**config.mk**
```make
export PLATFORM = sky130hd
export DESIGN_NAME = c2s_sqrt_cell
export DESIGN_NICKNAME = d
export VERILOG_FILES = /design/src/design/c2s_pkg.sv /design/src/design/c2s_sqrt_cell.sv
export SDC_FILE = /design/constraint.sdc
export NUM_CORES = 1
export LEC_CHECK = 0
export BUFFER_PORTS_ARGS = -buffer_cell sky130_fd_sc_hd__buf_2
export CORE_AREA = 2 2 118 63
export CTS_CLUSTER_SIZE = 24
export DETAILED_ROUTE_END_ITERATION = 8
export DIE_AREA = 0 0 120 65
export GPL_ROUTABILITY_DRIVEN = 0
export PLACE_DENSITY = 0.68
export REMOVE_ABC_BUFFERS = 1
export SETUP_SLACK_MARGIN = 0.4
export SYNTH_ARGS = -nofsm -noshare
export SYNTH_HDL_FRONTEND = slang
export SYNTH_SLANG_ARGS = --single-unit
```
**constraint.sdc**
```tcl
create_clock -name clk -period 6.3 [get_ports clk]
set_input_delay 0.315 -clock clk [delete_from_list [all_inputs] [get_ports clk]]
set_output_delay 0.315 -clock clk [all_outputs]
set_load 0.05 [all_outputs]
```
**src/design/c2s_pkg.sv**
```systemverilog
// ----------------------------------------------------------------------------
// c2s_pkg
// Shared types and constants for the cube-to-sphere point map.
// ----------------------------------------------------------------------------
`default_nettype none

package c2s_pkg;

  localparam int F       = 14;           // fraction bits of coordinates
  localparam int MAG_W   = F + 1;        // magnitude up to ONE
  localparam int ROOT_W  = F + 1;        // root / length / quotient width
  localparam int REM_W   = 2 * F + 2;    // remainder width in root and divide cells
  localparam int SC_W    = 23;           // sphere magnitude
  localparam int SPH_W   = 24;
  localparam int NRM_W   = 16;
  localparam int RAD_W   = 16;
  localparam int NSTEPS  = ROOT_W;       // cells per chain

  localparam logic [MAG_W-1:0] ONE        = MAG_W'(1) << F;
  localparam logic [SC_W-1:0]  SPHERE_MAX = {SC_W{1'b1}};
  localparam logic [RAD_W-1:0] RADIUS_RST = RAD_W'(256);
  // floor(n/3) == (n * RECIP3) >> 17 for n < 2^17
  localparam logic [15:0]      RECIP3     = 16'd43691;

  typedef logic [MAG_W-1:0]  mag_t;
  typedef logic [ROOT_W-1:0] root_t;
  typedef logic [REM_W-1:0]  rem_t;
  typedef logic [SC_W-1:0]   sc_t;

  typedef struct packed {
    logic [2:0] neg;
    mag_t [2:0] mag;
    mag_t [2:0] sq;
    mag_t [2:0] m;
    sc_t  [2:0] sc;
  } side_t;

endpackage

`default_nettype wire

```
**src/design/c2s_sqrt_cell.sv**
```systemverilog
// ----------------------------------------------------------------------------
// c2s_sqrt_cell
// One digit of a restoring square root: tries bit K of the root.
// ----------------------------------------------------------------------------
`default_nettype none

module c2s_sqrt_cell #(
  parameter int K = 0
) (
  input  wire             clk,
  input  wire             en,
  input  c2s_pkg::rem_t   rem_in,
  input  c2s_pkg::root_t  root_in,
  output c2s_pkg::rem_t   rem_out,
  output c2s_pkg::root_t  root_out
);

  c2s_pkg::rem_t trial;

  // (root + 2^K)^2 - root^2
  assign trial = (c2s_pkg::rem_t'(root_in) << (K + 1)) + (c2s_pkg::rem_t'(1) << (2 * K));

  always_ff @(posedge clk) begin
    if (en) begin
      if (rem_in >= trial) begin
        rem_out  <= rem_in - trial;
        root_out <= root_in | (c2s_pkg::root_t'(1) << K);
      end else begin
        rem_out  <= rem_in;
        root_out <= root_in;
      end
    end
  end

endmodule

`default_nettype wire

```
Yosys cells after proc, flatten, opt, wreduce, memory -nomap -nowiden
Index checks and enable logic that the tools add are counted.
{"block": "totals", "ff_bits": 45, "elab_cells": 7}
{"block": "classes", "addsub": 2, "magnitude_cmp": 1, "muxes": 1}
{"cell": "$ge A30 B17 Y1", "n": 1}
{"cell": "$mux W30", "n": 1}
{"cell": "$sub A30 B17 Y30", "n": 1}
{"cell": "$add A16 B1 Y17 const B", "n": 1}

Logic depth before layout (Yosys ltp)
{"block": "logic_depth", "ltp_word": 3, "mapped_depth": 11, "mapped_depth_nobuf": 10}

Worst setup path before layout
OpenSTA, ideal clock, no wires.
{"block": "synth_path", "path_kind": "input to register", "startpoint": "in root_in[2]", "endpoint": "reg rem_out[27] (data pin)", "setup_time_ns": 0.258, "t_arrival_ns": 2.158, "path_slack_ns": 3.884, "stages": 9, "n_path_buf": 0, "cell_sequence": "inv_1 > ha_1 > a21oi_1 > nor2b_1 > a311o_1 > a211o_1 > a221oi_1 > nand2_1 > xnor2_1"}
{"block": "synth_via", "elab_chain_cells": 3}
{"element": "from (decl)", "line": "c2s_sqrt_cell.sv:13", "source": "input c2s_pkg::root_t root_in,"}
{"element": "$add A16 B1 Y17 (*)", "line": "c2s_sqrt_cell.sv:21", "source": "assign trial = (c2s_pkg::rem_t'(root_in) << (K + 1)) + (c2s_pkg::rem_t'(1) << (2 * K));"}
{"element": "$sub A30 B17 Y30 or $ge A30 B17 Y1 (tied branches)", "line": "c2s_sqrt_cell.sv:26, c2s_sqrt_cell.sv:25"}
{"element": "$mux W30 (*)", "line": "c2s_sqrt_cell.sv:25", "source": "if (rem_in >= trial) begin"}
{"element": "to (signal assigned)", "line": "c2s_sqrt_cell.sv:26", "source": "rem_out <= rem_in - trial;"}
{"element": "to (signal assigned)", "line": "c2s_sqrt_cell.sv:29", "source": "rem_out <= rem_in;"}
{"element": "to (decl)", "line": "c2s_sqrt_cell.sv:14", "source": "output c2s_pkg::rem_t rem_out,"}
Every way passes the cells marked *; elsewhere a longest branch is shown, timed or not.
A chain may end at the register's enable or synchronous reset.

Worst setup path in the final report
{"block": "layout_path", "startpoint": "in root_in[6]", "endpoint": "reg rem_out[26] (data pin)"}
Same word-level chain as after synthesis.

==> flow_metrics.py <==
metrics = {
    "timing": {
        "slew_viol_final": 0,
        "setup_viol": 0,
        "tightest_slew_ns": 1.034,
        "final_hold_viol_count": 0,
        "slew_headroom_pct": 31.08,
        "setup_ws_ns": 3.644,
        "fmax_ghz": 0.3765,
        "min_period_ns": 2.656,
        "fin_crit_sh_pct": 42.16,
        "setup_tns_ns": 0,
        "holdWs_ns": 0.2133,
        "rsz0062_at_grt": "false",
    },
    "clock_tree": {
        "cts_sinks": 45,
        "cts_tree": "yes",
        "clkTransAtPathRegs_ns": 0.06,
        "cts.repair.resized": 0,
        "htree_levels": 2,
        "cts.path.max_buffers": 2,
        "cts_root_buffer": "clkbuf_16",
        "cts_setup_buffers": 0,
        "cts_buffers": 5,
        "cts-hold-fix-buffers": 0,
    },
    "yosys": {
        "yosys-top-cells-count": "45 x edfxtp_1, 30 x nand2_1, 18 x inv_1, 18 x o21ai_0, 16 x ha_1",
        "synth-edff-count": 45,
        "synth-async-reset-ratio_pct": 0,
        "synth.largest_area_cell": "edfxtp_1",
        "syn_avg_cell_area_sq_um": 10.82,
        "ys_seq_area_share_pct": 47.85,
        "syn_area_sq_mm": 0.002824,
        "synth_area_leaders": "edfxtp_1 48%, ha_1 7.1%, xor2_1 4.7%",
        "synth_top_area_share_pct": 47.85,
        "ys_ff_latch": 45,
        "yosys_warnings": 0,
        "ys.flop_type": "edfxtp_1",
        "synthCells": 261,
        "ys_types": 53,
        "synth_most_common_cell": "edfxtp_1",
    },
    "layout": {
        "nFillCells": 664,
        "instances_no_fill": 446,
        "antenna_cells": 0,
        "regArea_sq_mm": 0.001351,
        "multiInputGateArea_sq_mm": 0.001350,
        "drive_above_1_share_pct": 32.29,
        "finalNetCount": 413,
        "area_growth_pct": 23.35,
    },
    "critical_path": {
        "cp_data_required_time_ns": 6.33,
        "path_class": "input port to flop",
        "endpoint_kind": "flop",
        "cp_data_arrival_time_ns": 2.69,
        "start_kind": "input port",
        "critPathLaunch": "root_in[6]",
        "crit_fanout": 39,
    },
    "outcome": {
        "status": "complete, no violations",
    },
    "global_route": {
        "grt_start_max_net_pins": 46,
        "grt-ovfl-total": 0,
        "antenna_found_initial": 0,
        "track_usage_pct": 18.06,
        "grt_pass1_wl_mm": 10.87,
        "grt_pass1_vias": 2193,
    },
    "job": {
        "maxCapViolCount": 0,
    },
    "power_and_ir_drop": {
        "p_leak_nw": 1.452,
        "p_per_area_mw_per_mm2": 264.5,
        "vdd_drop_max_mv": 0.1086,
        "fin_total_pwr_mw": 0.9214,
    },
    "place": {
        "dp.cells": 438,
        "dp_slack_ns": 3.331,
        "place.port_buffers": 91,
        "hpwl_mm": 5.080,
    },
    "floorplan": {
        "fp.dieW_um": 120,
        "pin_count": 92,
        "dieHeight_um": 65,
        "initial_core_util_pct": 40.87,
        "core_sq_mm": 0.006909,
        "placementRows": 22,
        "die_area_sq_mm": 0.007800,
    },
    "worst_hold_path": {
        "holdPathEnd": "root_out[5]",
        "hold_class": "input port to flop",
        "min_from": "root_in[5]",
        "whs_path_depth": 1,
    },
    "route": {
        "firstDrtPassIters": 4,
        "vias": 2270,
        "drt_iter0_drc": 133,
        "wl_per_cell_um": 14.81,
        "totalWireLength_mm": 6.604,
        "drc_errors": 0,
        "vias_per_cell": 5.090,
        "postRouteAntennaNets": 0,
    },
}
[metal layers]
layer,vias to the layer above,part of all wire [%],GRT usage [%]
li1,1140,-,-
met1,1041,56,28.14
met2,77,35,23.51
met3,12,7.4,5.634
met4,0,1.3,4.559
met5,-,0,0
[worst max-delay path: stages]
cell	delay, ns
buf_2	0.09
inv_1	0.04
ha_1	0.40
o21ai_1	0.12
a2111oi_0	0.41
o21ai_0	0.25
and3_4	0.36
or2_4	0.30
nor4_2	0.29
xor2_1	0.11
[logic make-up (layout without fill, tap and decap cells)]
kind of cell | Yosys count | count (layout) | synth area share (%)
simple gates | 83 | 83 | 16.57
compound gates | 60 | 60 | 14.58
mux | 2 | 2 | 0.7975
buf+inv | 28 | 117 | 4.342
fa+ha+maj | 17 | 17 | 7.798
flops | 45 | 45 | 47.85
xor+xnor | 26 | 26 | 8.064
[flip-flops by register name, indices dropped and copies added, names as in the netlist]
name      count
root_out     15
rem_out      30
[layout by cell type (no fill, tap or decap), types with 4 or more instances in the layout]
cell	synthesis	final
ha_1	16	16
xnor2_1	11	11
clkbuf_16	0	5
nand2_1	30	30
nor2_1	13	13
xor2_1	15	15
nand2b_1	5	5
edfxtp_1	45	45
inv_1	18	18
a21oi_1	13	13
buf_2	3	91
nor2b_1	4	4
a21o_1	6	6
o21ai_0	18	18
[metrics by stage]
step	cell area [sq um]	util (%)
after floorplan	2769	-
after global placement	3344	48.41
after detailed placement	3344	48.41
after CTS	3483	50.42
after global routing	3483	50.42
final	3483	50.42
[power breakdown]
| group | total [mW] | internal [mW] | switching, mW | leakage [nW] |
|---|---|---|---|---|
| combinational | 0.288 | 0.0804 | 0.207 | 0.941 |
| clock | 0.255 | 0.146 | 0.109 | 0.0706 |
| sequential | 0.379 | 0.371 | 0.00788 | 0.441 |
[final cells by class]
class | count | area share (%)
sequential | 45 | 38.79
multi-input combinational | 188 | 38.76
timing repair buffer | 91 | 13.07
clock buffer | 6 | 3.700
tap | 96 | 3.448
inverter | 18 | 1.940
clock inverter | 2 | 0.2874
[how the worst max path moves through the flow]
stage,endpoint,slack (ns),cells past startpoint
after floorplan,rem_out[18],3.83,9
after global placement,rem_out[26],3.38,10
after detailed placement,rem_out[26],3.33,10
after CTS,rem_out[26],3.63,10
after global routing,rem_out[26],3.44,10
final,rem_out[26],3.64,10
Power figures use the tool's default switching activity.
