[src/design/c2s_pkg.sv]
// ----------------------------------------------------------------------------
// c2s_pkg
// Shared types and constants for the cube-to-sphere point map.
// ----------------------------------------------------------------------------
`default_nettype none

package c2s_pkg;

  localparam int F       = 14;           // fraction bits of coordinates
  localparam int MAG_W   = F + 1;        // magnitude up to ONE
  localparam int ROOT_W  = F + 1;        // root / length / quotient width
  localparam int REM_W   = 2 * F + 2;    // remainder width in root and divide cells
  localparam int SC_W    = 23;           // sphere magnitude
  localparam int SPH_W   = 24;
  localparam int NRM_W   = 16;
  localparam int RAD_W   = 16;
  localparam int NSTEPS  = ROOT_W;       // cells per chain

  localparam logic [MAG_W-1:0] ONE        = MAG_W'(1) << F;
  localparam logic [SC_W-1:0]  SPHERE_MAX = {SC_W{1'b1}};
  localparam logic [RAD_W-1:0] RADIUS_RST = RAD_W'(256);
  // floor(n/3) == (n * RECIP3) >> 17 for n < 2^17
  localparam logic [15:0]      RECIP3     = 16'd43691;

  typedef logic [MAG_W-1:0]  mag_t;
  typedef logic [ROOT_W-1:0] root_t;
  typedef logic [REM_W-1:0]  rem_t;
  typedef logic [SC_W-1:0]   sc_t;

  typedef struct packed {
    logic [2:0] neg;
    mag_t [2:0] mag;
    mag_t [2:0] sq;
    mag_t [2:0] m;
    sc_t  [2:0] sc;
  } side_t;

endpackage

`default_nettype wire

[src/design/c2s_div_cell.sv]
// ----------------------------------------------------------------------------
// c2s_div_cell
// One step of a restoring divider: decides quotient bit K.
// ----------------------------------------------------------------------------
`default_nettype none

module c2s_div_cell #(
  parameter int K = 0
) (
  input  wire             clk,
  input  wire             en,
  input  c2s_pkg::rem_t   rem_in,
  input  c2s_pkg::root_t  q_in,
  input  c2s_pkg::root_t  den_in,
  output c2s_pkg::rem_t   rem_out,
  output c2s_pkg::root_t  q_out,
  output c2s_pkg::root_t  den_out
);

  c2s_pkg::rem_t trial;

  assign trial = c2s_pkg::rem_t'(den_in) << K;

  always_ff @(posedge clk) begin
    if (en) begin
      den_out <= den_in;
      if (rem_in >= trial) begin
        rem_out <= rem_in - trial;
        q_out   <= q_in | (c2s_pkg::root_t'(1) << K);
      end else begin
        rem_out <= rem_in;
        q_out   <= q_in;
      end
    end
  end

endmodule

`default_nettype wire

[config.mk]
export PLATFORM = sky130hd
export DESIGN_NAME = c2s_div_cell
export DESIGN_NICKNAME = d
export VERILOG_FILES = /design/src/design/c2s_pkg.sv /design/src/design/c2s_div_cell.sv
export SDC_FILE = /design/constraint.sdc
export NUM_CORES = 1
export LEC_CHECK = 0
export BUFFER_PORTS_ARGS = -buffer_cell sky130_fd_sc_hd__buf_2
export CORE_MARGIN = 2
export CORE_UTILIZATION = 49
export CTS_CLUSTER_DIAMETER = 150
export CTS_CLUSTER_SIZE = 16
export DETAILED_ROUTE_END_ITERATION = 7
export PLACE_DENSITY = 0.83
export SLEW_MARGIN = 10
export SYNTH_ARGS = -nofsm -noshare
export SYNTH_HDL_FRONTEND = slang
export SYNTH_SLANG_ARGS = --single-unit
export TNS_END_PERCENT = 20
[constraint.sdc]
create_clock -name clk -period 3.8 [get_ports clk]
set_input_delay 0.38 -clock clk [delete_from_list [all_inputs] [get_ports clk]]
set_output_delay 0.38 -clock clk [all_outputs]
set_load 0.005 [all_outputs]
# Yosys cells after proc, flatten, opt, wreduce, memory -nomap -nowiden
# Index checks and enable logic that the tools add are counted.
# W data, S select, Z words.
[word_totals]
regBits = 60
input_bits = 62
output_inout_bits = 60
word_cells = 7
[classes]
addsub = 1
order_cmp = 1
muxes = 1
[ops]
columns = ["cell", "n"]
rows = [
  ["$ge A30 B15 Y1", 1],
  ["$mux W30", 1],
  ["$sub A30 B15 Y30", 1],
]

# Longest topological paths before layout
# Gate-level depths: netlist of run 1.
[logic_depth]
word_depth = 2
depth_mapped = 13

# Worst setup path before layout of run 1
# Ideal clock, no wire load.
[synth_timing]
path_type = "input to register"
from = "in rem_in[22]"
to = "reg rem_out[10] (data pin)"
setup_ns = 0.262
t_arrival_ns = 2.554
t_required_ns = 3.538
path_slack_ns = 0.984
stages = 7
path_cell_list = "or4_4 or3_1 or3_1 a211oi_2 a21boi_4 buf_6 mux2_1"
[synth_between]
elab_chain_len = 2
[synth_lines]
columns = ["item", "line_no", "source"]
rows = [
  ["start, declared", "c2s_div_cell.sv:12", "input c2s_pkg::rem_t rem_in,"],
  ["$ge A30 B15 Y1", "c2s_div_cell.sv:27", "if (rem_in >= trial) begin"],
  ["$mux W30", "c2s_div_cell.sv:27", ""],
  ["end signal, assigned", "c2s_div_cell.sv:28", "rem_out <= rem_in - trial;"],
  ["end signal, assigned", "c2s_div_cell.sv:31", "rem_out <= rem_in;"],
  ["end, declared", "c2s_div_cell.sv:15", "output c2s_pkg::rem_t rem_out,"],
]
# No other way between the ends.
# A chain may end at the register's enable or synchronous reset.

# Worst setup path after layout of run 1
[layout_timing]
from = "in rem_in[0]"
to = "reg rem_out[2] (data pin)"
[layout_between]
elab_chain_len = 2
word_cells_on_any_way = 3
[layout_lines]
columns = ["item", "line_no"]
rows = [
  ["$sub A30 B15 Y30 / $ge A30 B15 Y1 (equally long branches)", "c2s_div_cell.sv:28, c2s_div_cell.sv:27"],
  ["$mux W30 (*)", "c2s_div_cell.sv:27"],
]
# Mark *: on every way between the ends. The rest lies on a longest branch, timed or not.

==> key figures, run 1 <==
Clock network
  – Clock sink total: 60
  – Hold Buf Count CTS: 0
  – H-Tree Depth: 3
  – # Post-CTS Setup Buffers: 0
  – CTS root buffer: clkbuf_8
  – Clock Tree Buf Depth: 2
  – Clock slew at reported path FFs: about 70 ps
  – Post-cts sizing count: 0
  – CTS tree: done
  – CTS Buf Count: 9

Yosys
  – Synth warn: 0
  – Post-synthesis cell count: about 260
  – Synth top area cells: edfxtp_1 56%, ha_1 5.9%, xor2_1 5.5%, o21ai_2 3.6%, nand2_2 2.5%
  – Synth Flop Type: edfxtp_1
  – Ys async rst share: 0%
  – Seq/Total Area, Yosys: a little under three fifths
  – Post-synth top area share: 56.2%
  – Synth area leader: edfxtp_1
  – Syn Area/Cell: roughly 12 um2
  – Syn_nets: ~340
  – Post-synth EDFFs: 60
  – Top cells by count, synth: 60 x edfxtp_1, 20 x xor2_1, 19 x inv_1
  – Unique cell type count in the Yosys netlist: between 40 and 50
  – FF+latch count, synth: 60
  – Synth Cell Area: roughly 0.0032 mm2
  – Count leader, synth: edfxtp_1

Timing
  – Rel. slew slack: just under 50%
  – Slew of the pin with the lowest slew margin: roughly 760 ps
  – # setup viols final: 0
  – Final period util: 74.9%
  – Max Transition Viols Final: 0
  – RSZ-0062 raised after global routing: no
  – Hold Fails Final Rpt: 0
  – Setup WS post-layout: between 900 and 1000 ps
  – Setup_tns: 0 ps
  – Final min period: between 2000 and 3000 ps
  – Max Clock Freq: 352 MHz

Die
  – I/O pins: roughly 120
  – Row cnt: 29
  – Starting density of the core: 50.5%
  – Die area: between 0.007 and 0.008 mm2
  – Width of the die: around 85 um
  – Die height: approximately 85 um
  – Core area: 0.00635 mm2

Routing
  – Met2 routed WL: 3660 um
  – Total wire length: around 7400 um
  – Detailed Routing Iterations Pass 1: 4
  – Initial drt markers: around 130
  – Vias after detailed routing: between 2000 and 3000
  – Detailed-route wire length per cell: approximately 16 um
  – Top layer in use: met4
  – Met1 Wirelength: between 3000 and 4000 um
  – Vias per cell: about 5.4
  – DRC errors left: 0
  – Metal3 WL: just over 500 um
  – Post-route ant nets: 0

Power and ir drop
  – Final Power: ~1700 uW
  – Total power divided by cell area: around 420 mW/mm2
  – Lkg Pwr: 0.00177 uW
  – Maximum vdd drop: roughly 290 uV

Worst setup path
  – Buf/Inv on CP: 4
  – CP max stage delay: between 400 and 500 ps
  – Critical path required time: just under 4000 ps
  – CP max-delay cell: a21boi_4
  – CP Class: input port to flip-flop
  – CP max FO: 17
  – CP Launch Type: input port
  – Cell family with most CP delay: compound AO/OA/AOI/OAI gates
  – Worst Path Arrival: just under 3000 ps
  – Worst Setup End Kind: flip-flop
  – Critical-path cell list: buf_2, inv_1, ha_1, inv_1, fa_1, a211oi_1, nor2_1, o31ai_1, a21boi_1, a21boi_4, buf_4, o21ai_2
  – Crit-path most repeated cell: inv_1

Place
  – Worst slack, placed: between 600 and 700 ps
  – GPL Wtd Cong: about 0.89
  – HPWL after DPL: between 5000 and 6000 um
  – Port Buffers: roughly 120

GRT
  – Largest net degree at the start of global routing: 35
  – Overflow after GRT: 0
  – Gr usage total: between 20% and 30%
  – Initial antenna violation count: 0
  – Global-route wire length before repair: about 12000 um
  – Vias in the first global route: between 2000 and 2500

Outcome
  – Status: finished, final reports clean

Finish
  – Core Util, Final: 64.2%
  – Nets@finish: around 470
  – Area delta synth->final: 27.1%
  – Layout fillers: between 400 and 500
  – Layout cells sized above 1: 43.0%
  – N_diodes: 0
  – Multi-input combinational cell area: 0.00127 mm2
  – Area taken by flip-flops and latches: approximately 0.0018 mm2

Min path
  – HP Start: q_in[11]
  – WHS Path Cells: 1
  – Hold Crit Class: input port to flip-flop
  – Hold Crit Endpoint: q_out[11]

Run
  – Number of max-cap violations: 0
## layout by cell type (no fill, tap or decap), types with 10 or more instances in the layout
cell      synthesis  layout
inv_1            19      19
buf_2             0     121
o21ai_2          13      13
edfxtp_1         60      60
nand2_1          13      13
xor2_1           20      20
nor2_1           14      14
nor3_1           10      10
a21oi_1          13      13
nand2_2          13      13
ha_1             15      15
## how the worst max path moves through the flow
stage	from	end	cells after the start
floorplan	rem_in[22]	rem_out[10]	7
global placement	rem_in[0]	rem_out[3]	12
detailed placement	rem_in[0]	rem_out[4]	12
CTS	rem_in[0]	rem_out[2]	12
global route	rem_in[0]	rem_out[3]	12
finish	rem_in[0]	rem_out[2]	12
## cell families after synthesis
group           count (synthesis)  synth area share (%)
compound gates                 51                  11.5
xor+xnor                       28                  7.65
fa+ha+maj                      16                  6.48
buf+inv                        23                  4.17
flops                          60                  56.2
mux                             2                 0.702
simple gates                   78                  13.3
## area by class of cell
type                       count  share of cell area [%]
timing repair buffer         125                    15.6
clock inverter                 7                    1.84
clock buffer                   9                    3.04
sequential                    60                    44.2
tap                           77                    2.36
inverter                      19                    1.75
multi-input combinational    175                    31.2
## registers in the layout, summed over array words and instances (netlist names)
signal and flops:
den_out 15, q_out 15, rem_out 30
## through the flow
step / cells / hold slack (ps) / area, um2
after floorplan: 258 / 479 / 3210
after global placement: 456 / 557 / 3880
after detailed placement: 456 / 558 / 3880
after CTS: 472 / 200 / 4080
after global routing: 472 / 198 / 4080
final: 472 / 214 / 4080
## power breakdown
group / internal (uW) / switching [uW]
clock: 306 / 271
combinational: 142 / 169
sequential: 810 / 14.9
total: 1260 / 455
## routing by layer
metal	GRT usage, %	vias to the layer above
met2	33.7	110
li1	-	1224
met3	4.47	11
met1	25.6	1182
met4	9.24	0
met5	0	-
Note: power is estimated with default switching activity, not from simulation.
==> run 2, diff against run 1 <==
--- a/config.mk
+++ b/config.mk
@@ -5,13 +5,14 @@
 export SDC_FILE = /design/constraint.sdc
 export NUM_CORES = 1
 export LEC_CHECK = 0
+export ABC_AREA = 1
 export BUFFER_PORTS_ARGS = -buffer_cell sky130_fd_sc_hd__buf_2
 export CORE_MARGIN = 2
-export CORE_UTILIZATION = 49
+export CORE_UTILIZATION = 50
 export CTS_CLUSTER_DIAMETER = 150
 export CTS_CLUSTER_SIZE = 16
 export DETAILED_ROUTE_END_ITERATION = 7
-export PLACE_DENSITY = 0.83
+export PLACE_DENSITY = 0.81
 export SLEW_MARGIN = 10
 export SYNTH_ARGS = -nofsm -noshare
 export SYNTH_HDL_FRONTEND = slang
==> constraint.sdc (replaced) <==
create_clock -name clk -period 2.8 [get_ports clk]
set_input_delay 0.28 -clock clk [delete_from_list [all_inputs] [get_ports clk]]
set_output_delay 0.28 -clock clk [all_outputs]
set_load 0.005 [all_outputs]
==> run 2 against run 1 <==
Clock power increased by 54%; non-clock buffer count decreased by 3; combinational power rose by 67%; count of clock-buffer cells in the layout stayed put; critical path depth increased by 3; global-route usage up 2.8 points; utilization decreased by 0.98 points; critical path type unchanged.
==> key figures, run 2 <==
Outcome
  – Status: finished, final reports clean

Yosys
  – Synth Cell Area: 0.00397 mm2 (+24%)
  – Synth warn: 0 (unchanged)
  – Mux cell area share after synthesis: 0% (-0.70 points)
  – Syn Area/Cell: 8.10 um2 (-35%)
  – Unique cell type count in the Yosys netlist: 30 (-29%)
  – Count leader, synth: nand2_1
  – Post-Synth Simple-Gate Area: 31.3% (+18 points)
  – Ys async rst share: 0% (unchanged)
  – Seq/Total Area, Yosys: 45.4% (-11 points)
  – Xor/xnor share of the synthesized area: 3.09% (-4.6 points)
  – Top cells by count, synth: 157 x nand2_1, 87 x inv_1, 60 x edfxtp_1
  – Adder-Cell Fraction of Synth Area: 5.23% (-1.2 points)
  – FF+latch count, synth: 60 (unchanged)
  – Post-synth top area share: 45.4% (-11 points)
  – Synth Flop Type: edfxtp_1
  – Post-synth EDFFs: 60 (unchanged)
  – Synth area leader: edfxtp_1
  – Post-synthesis cell count: 490 (+90%)
  – Synth top area cells: edfxtp_1 45%, nand2_1 15%, inv_1 8.2%, ha_1 4.7%, nand2_2 3.6%
  – Combinational family with the most area after synthesis: simple AND/OR/NAND/NOR gates
  – Post-synthesis compound-gate area fraction: 4.60% (-6.9 points)
  – Syn_nets: 568 (+69%)

Routing
  – Vias after detailed routing: 3565 (+41%)
  – Initial drt markers: 146 (+16%)
  – Detailed Routing Iterations Pass 1: 5 (+1)
  – DRC errors left: 0 (unchanged)
  – Post-route ant nets: 0 (unchanged)
  – Detailed-route wire length per cell: 13.5 um (-13%)
  – Total wire length: 9810 um (+33%)
  – Vias per cell: 4.91 (-8.3%)

Place
  – Placed cells: 710 (+56%)
  – Port Buffers: 121 (unchanged)
  – GPL Wtd Cong: 0.872 (-2.5%)
  – HPWL after DPL: 7850 um (+44%)

Min path
  – Hold Crit Class: input port to flip-flop

Timing
  – Max Clock Freq: ~480 MHz
  – Max Transition Viols Final: 0 (unchanged)
  – Hold Fails Final Rpt: 0 (unchanged)
  – Setup_tns: 0 ps (unchanged)
  – RSZ-0062 raised after global routing: no
  – # setup viols final: 0 (unchanged)
  – Final min period: ~2100 ps
  – Rel. slew slack: 57.1% (+8.3 points)
  – Slew of the pin with the lowest slew margin: 644 ps (-115 ps)
  – Final period util: around 75%

Power and ir drop
  – Maximum vdd drop: 288 uV (+0.71%)
  – Lkg Pwr: 0.00246 uW (+39%)
  – Total power divided by cell area: 517 mW/mm2 (+23%)

Die
  – Width of the die: 93.1 um (+9.7%)
  – Row cnt: 32 (+10%)
  – I/O pins: 122 (unchanged)
  – Die height: 93.1 um (+9.7%)
  – Starting density of the core: 51.4% (+0.86 points)
  – Die area: 0.00867 mm2 (+20%)
  – Core area: 0.00773 mm2 (+22%)

Clock network
  – Clock slew at reported path FFs: 80 ps (about the same)
  – Post-cts sizing count: 0 (unchanged)
  – CTS root buffer: clkbuf_8
  – Clock sink total: 60 (unchanged)
  – CTS tree: done
  – Clock Tree Buf Depth: 2 (unchanged)
  – Hold Buf Count CTS: 0 (unchanged)
  – CTS Buf Count: 9 (unchanged)
  – # Post-CTS Setup Buffers: 0 (unchanged)
  – H-Tree Depth: 3 (unchanged)

Finish
  – Area taken by flip-flops and latches: 0.00180 mm2 (unchanged)
  – Layout cells sized above 1: 30.4% (-13 points)
  – Largest regs: rem_out x30, den_out x15, q_out x15
  – Layout fillers: 721 (+47%)
  – Final cell count without fillers: 726 (+54%)
  – N_diodes: 0 (unchanged)
  – Most common cell after layout, fill and taps aside: nand2_1
  – Largest Register: rem_out
  – Most frequent cells in the layout: 157 x nand2_1, 121 x buf_2, 87 x inv_1
  – Multi-input combinational cell area: 0.00175 mm2 (+38%)
  – Area delta synth->final: 23.0%
  – Max FFs per register: 30 (unchanged)
  – Nets@finish: 697 (+49%)

GRT
  – Initial antenna violation count: 0 (unchanged)
  – Overflow after GRT: 0 (unchanged)
  – Vias in the first global route: 3288 (+32%)
  – Largest net degree at the start of global routing: 34 (-2.9%)
  – Global-route wire length before repair: 15600 um (+35%)
  – Gr usage total: 23.1% (+2.8 points)

Worst setup path
  – CP Class: input port to flip-flop
  – CP max FO: 26 (+9)
  – Critical-path cell list: buf_2, inv_1, ha_1, inv_1, fa_1, nand2_2, nand2_4, nand2_4, nand2_4, nand2_2, nand2_2, nand2_2, nand2_4, inv_6, a21oi_2
  – Critical path required time: 2890 ps (-1000 ps)
  – Worst Path Arrival: 2190 ps (-740 ps)
  – CP max stage delay: 440 ps (-20 ps)
  – Worst Setup End Kind: flip-flop
  – CP Launch Type: input port
  – CP max-delay cell: fa_1

Run
  – Number of max-cap violations: 0 (unchanged)
==> run 2: cell count changes in the layout (fill, tap and decap cells not counted), sizes merged, moves of 4 or more <==
cell | previous run | this run
nor2 | 14 | 43
inv | 20 | 92
o21ai | 20 | 6
a21o | 4 | 0
nand2b | 5 | 0
a21oi | 13 | 23
nand3 | 1 | 28
nand2 | 26 | 184
nor4 | 4 | 0
or3 | 5 | 0
xor2 | 20 | 13
xnor2 | 8 | 1
nand4 | 4 | 8
==> run 2: area by class of cell <==
| type | count | share of cell area [%] |
|---|---|---|
| clock buffer | 9 | 2.54 |
| clock inverter | 7 | 2.05 |
| sequential | 60 | 36.9 |
| tap | 102 | 2.61 |
| timing repair buffer | 122 | 12.8 |
| multi-input combinational | 334 | 35.9 |
| inverter | 92 | 7.17 |
==> run 2: final timing paths <==
kind,to,slack [ps],startpoint,cells past startpoint
max,rem_out[25],700,rem_in[0],15
min,q_out[4],100,q_in[4],1
==> run 2: metal layers <==
metal  global-route usage, %  routed length, um  up-vias
met3                    3.63                634       18
met5                       0                  0        -
li1                        -                  -     1797
met4                    8.21                231        0
met2                    39.0               4690      138
met1                    30.3               4260     1612
==> run 2: kinds of logic (layout without fill, tap and decap cells) <==
group	after synthesis	in the layout
compound gates	29	29
simple gates	275	275
xor+xnor	14	14
buf+inv	96	230
flops	60	60
fa+ha+maj	16	16
==> run 2: per-stage QoR <==
| step | util, % | hold slack [ps] | instance area [um2] | worst slack (ps) | power (uW) |
|---|---|---|---|---|---|
| 2_1_floorplan | - | 379 | 3970 | 776 | 1430 |
| 6_report | 63.2 | 103 | 4880 | 704 | 2520 |
| 3_3_place_gp | 60.3 | 457 | 4660 | 422 | 1650 |
| 5_1_grt | 63.2 | 93.3 | 4880 | 549 | 2650 |
| 3_5_place_dp | 60.3 | 458 | 4660 | 319 | 1660 |
| 4_1_cts | 63.2 | 98.6 | 4880 | 674 | 2540 |
==> run 2: critical path, delay by kind of cell <==
family	cells	cell delay [ps]
compound gates	1	50
fa+ha+maj	2	610
buf+inv	4	520
simple gates	8	680
==> run 2: power by group <==
part | internal [uW] | leakage, uW | switching [uW]
logic | 204 | 0.00176 | 315
registers | 1100 | 0.000587 | 19.3
clock network | 507 | 0.000114 | 379
==> run 3, diff against run 2 <==
--- a/config.mk
+++ b/config.mk
@@ -8,11 +8,11 @@
 export ABC_AREA = 1
 export BUFFER_PORTS_ARGS = -buffer_cell sky130_fd_sc_hd__buf_2
 export CORE_MARGIN = 2
-export CORE_UTILIZATION = 50
+export CORE_UTILIZATION = 47
 export CTS_CLUSTER_DIAMETER = 150
 export CTS_CLUSTER_SIZE = 16
 export DETAILED_ROUTE_END_ITERATION = 7
-export PLACE_DENSITY = 0.81
+export PLACE_DENSITY = 0.8
 export SLEW_MARGIN = 10
 export SYNTH_ARGS = -nofsm -noshare
 export SYNTH_HDL_FRONTEND = slang
==> constraint.sdc (replaced) <==
create_clock -name clk -period 1.7 [get_ports clk]
set_input_delay 0.17 -clock clk [delete_from_list [all_inputs] [get_ports clk]]
set_output_delay 0.17 -clock clk [all_outputs]
set_load 0.005 [all_outputs]
==> run 3 against run 2 <==
Cell area grew 21%; die area grew 6.1%; non-clock buffer count is 100 higher; power increased by 79%; clock power increased by 68%; worst hold slack worse by 96 ps; first-iteration DRC count increased by 39%; sequential share of layout area shrank 6.4 points.
==> key figures, run 3 (same netlist as run 2, synthesis figures left out) <==
Outcome
  – Status: finished, final reports clean

Finish
  – Largest Register: rem_out
  – Most frequent cells in the layout: 142 x nand2_1, 120 x buf_2, 85 x inv_1
  – Area taken by flip-flops and latches: 0.00180 mm2 (unchanged)
  – Layout fillers: 668 (-7.4%)
  – Final Cell Area: 0.00590 mm2 (+21%)
  – Nets@finish: 797 (+14%)
  – N_diodes: 0 (unchanged)
  – Multi-input combinational cell area: 0.00192 mm2 (+9.3%)
  – Most common cell after layout, fill and taps aside: nand2_1
  – Layout cells sized above 1: 42.0% (+12 points)
  – Core Util, Final: 71.8% (+8.6 points)
  – Area delta synth->final: 48.7%
  – Largest regs: rem_out x30, den_out x15, q_out x15
  – Max FFs per register: 30 (unchanged)

Routing
  – Detailed Routing Iterations Pass 1: 5 (unchanged)
  – Vias per cell: 4.89 (-0.39%)
  – Total wire length: 11900 um (+21%)
  – Post-route ant nets: 0 (unchanged)
  – Initial drt markers: 203 (+39%)
  – Detailed-route wire length per cell: 14.4 um (+6.2%)
  – Vias after detailed routing: 4055 (+14%)
  – DRC errors left: 0 (unchanged)

Min path
  – WHS Path Cells: 1 (unchanged)
  – Hold Crit Endpoint: den_out[7]
  – Hold Crit Class: input port to flip-flop
  – HP Start: den_in[7]

Worst setup path
  – CP Class: input port to flip-flop
  – Critical-path cell list: buf_8, inv_12, ha_4, inv_4, fa_2, nand2_2, nand2_4, nand2_4, nand2_4, nand2_4, nand2_4, nand2_4, nand2_8, buf_6, nand2_2, nand2_2
  – Crit-path most repeated cell: nand2_4
  – CP max-delay cell: fa_2
  – CP Launch Type: input port
  – Worst Path Arrival: 1800 ps (-390 ps)
  – CP max FO: 7 (-73%)
  – CP max stage delay: 400 ps (-40 ps)
  – Worst Setup End Kind: flip-flop
  – Critical path required time: 1800 ps (-1090 ps)

Timing
  – Slew of the pin with the lowest slew margin: 328 ps (-315 ps)
  – Setup WS post-layout: 3.46 ps (-701 ps)
  – # setup viols final: 0 (unchanged)
  – Max Transition Viols Final: 0 (unchanged)
  – RSZ-0062 raised after global routing: yes
  – Hold Fails Final Rpt: 0 (unchanged)
  – Rel. slew slack: 77.9% (+21 points)
  – Max Clock Freq: approximately 590 MHz
  – Hold slack: 7.30 ps (-95.8 ps)
  – Final min period: about 1700 ps
  – Final period util: between 90% and 100%

GRT
  – GR Util met2: 46.1% (+7.1 points)
  – GRT busiest layer: met2
  – Routing usage on met3: 4.62% (+0.99 points)
  – M1 GR Usage: 32.6% (+2.3 points)
  – Vias in the first global route: 3909 (+19%)
  – Largest net degree at the start of global routing: 61 (+79%)
  – Overflow after GRT: 0 (unchanged)
  – Gr usage total: 26.1% (+3.0 points)
  – Initial antenna violation count: 0 (unchanged)
  – Global-route wire length before repair: 18200 um (+17%)

Place
  – GPL Wtd Cong: 0.849 (-2.6%)
  – HPWL after DPL: 8570 um (+9.1%)
  – Worst slack, placed: -503 ps (-822 ps)
  – DP Area: 0.00526 mm2 (+13%)
  – Port Buffers: 121 (unchanged)

Die
  – I/O pins: 122 (unchanged)
  – Row cnt: 33 (+3.1%)
  – Die area: 0.00919 mm2 (+6.1%)
  – Die height: 95.9 um (+3.0%)
  – Starting density of the core: 48.3% (-3.1 points)
  – Core area: 0.00822 mm2 (+6.3%)
  – Width of the die: 95.9 um (+3.0%)

Clock network
  – CTS root buffer: clkbuf_8
  – CTS Buf Count: 9 (unchanged)
  – H-Tree Depth: 3 (unchanged)
  – Clock Tree Buf Depth: 2 (unchanged)
  – Clock slew at reported path FFs: 80 ps (about the same)
  – CTS tree: done
  – Clock sink total: 60 (unchanged)

Run
  – Number of max-cap violations: 0 (unchanged)

Power and ir drop
  – Lkg Pwr: 0.00298 uW (+21%)
  – Final Power: 4520 uW (+79%)
  – Total power divided by cell area: 766 mW/mm2 (+48%)
  – Maximum vdd drop: 380 uV (+32%)
## run 3: cell types whose count changed in the layout (fill, tap and decap cells not counted), sizes merged
cell and delta:
buf +80, dlygate4sd3 +20
## run 3: what timing repair did
action                                 in CTS  in global routing
hold buffers                               20                  0
pin swaps                                   2                 12
endpoints found under the hold margin      20                  0
setup endpoints to repair                  28                 31
resized for setup                           8                 44
setup buffers                               1                  4
cloned                                      1                  0
## run 3: routing by layer
metal	share of wire, %	vias to the layer above
met4	2.0	0
met5	0	-
met3	5.6	21
li1	-	2001
met2	50	148
met1	42	1885
## run 3: worst max-delay path, delay by kind of cell
family                   cells  cell delay [ps]
adder cells (fa/ha/maj)      2              540
AND/OR/NAND/NOR             10              740
buffers and inverters        4              350
## run 3: area by class of cell
type                       instances  area share (%)
clock buffer                       9            2.10
clock inverter                     7            1.70
inverter                          92            6.32
multi-input combinational        334            32.5
sequential                        60            30.5
tap                              105            2.23
timing repair buffer             222            24.7
## run 3: metrics by stage
step	TNS [ps]	instances
floorplan	-2350	490
global placement	-9810	787
detailed placement	-12250	787
CTS	0	825
global route	-1260	829
finish	0	829
## run 3: how the worst max path moves through the flow
| stage | from | cells after the start | end |
|---|---|---|---|
| floorplan | rem_in[0] | 15 | rem_out[28] |
| global placement | rem_in[0] | 13 | rem_out[16] |
| detailed placement | rem_in[0] | 13 | rem_out[16] |
| CTS | rem_in[0] | 16 | rem_out[0] |
| global route | rem_in[0] | 16 | rem_out[18] |
| finish | rem_in[0] | 16 | rem_out[13] |
## run 3: power breakdown
| part | total [uW] | switching, uW | internal, uW |
|---|---|---|---|
| Clock | 1490 | 656 | 835 |
| Combinational | 1190 | 638 | 551 |
| Sequential | 1840 | 34.1 | 1810 |
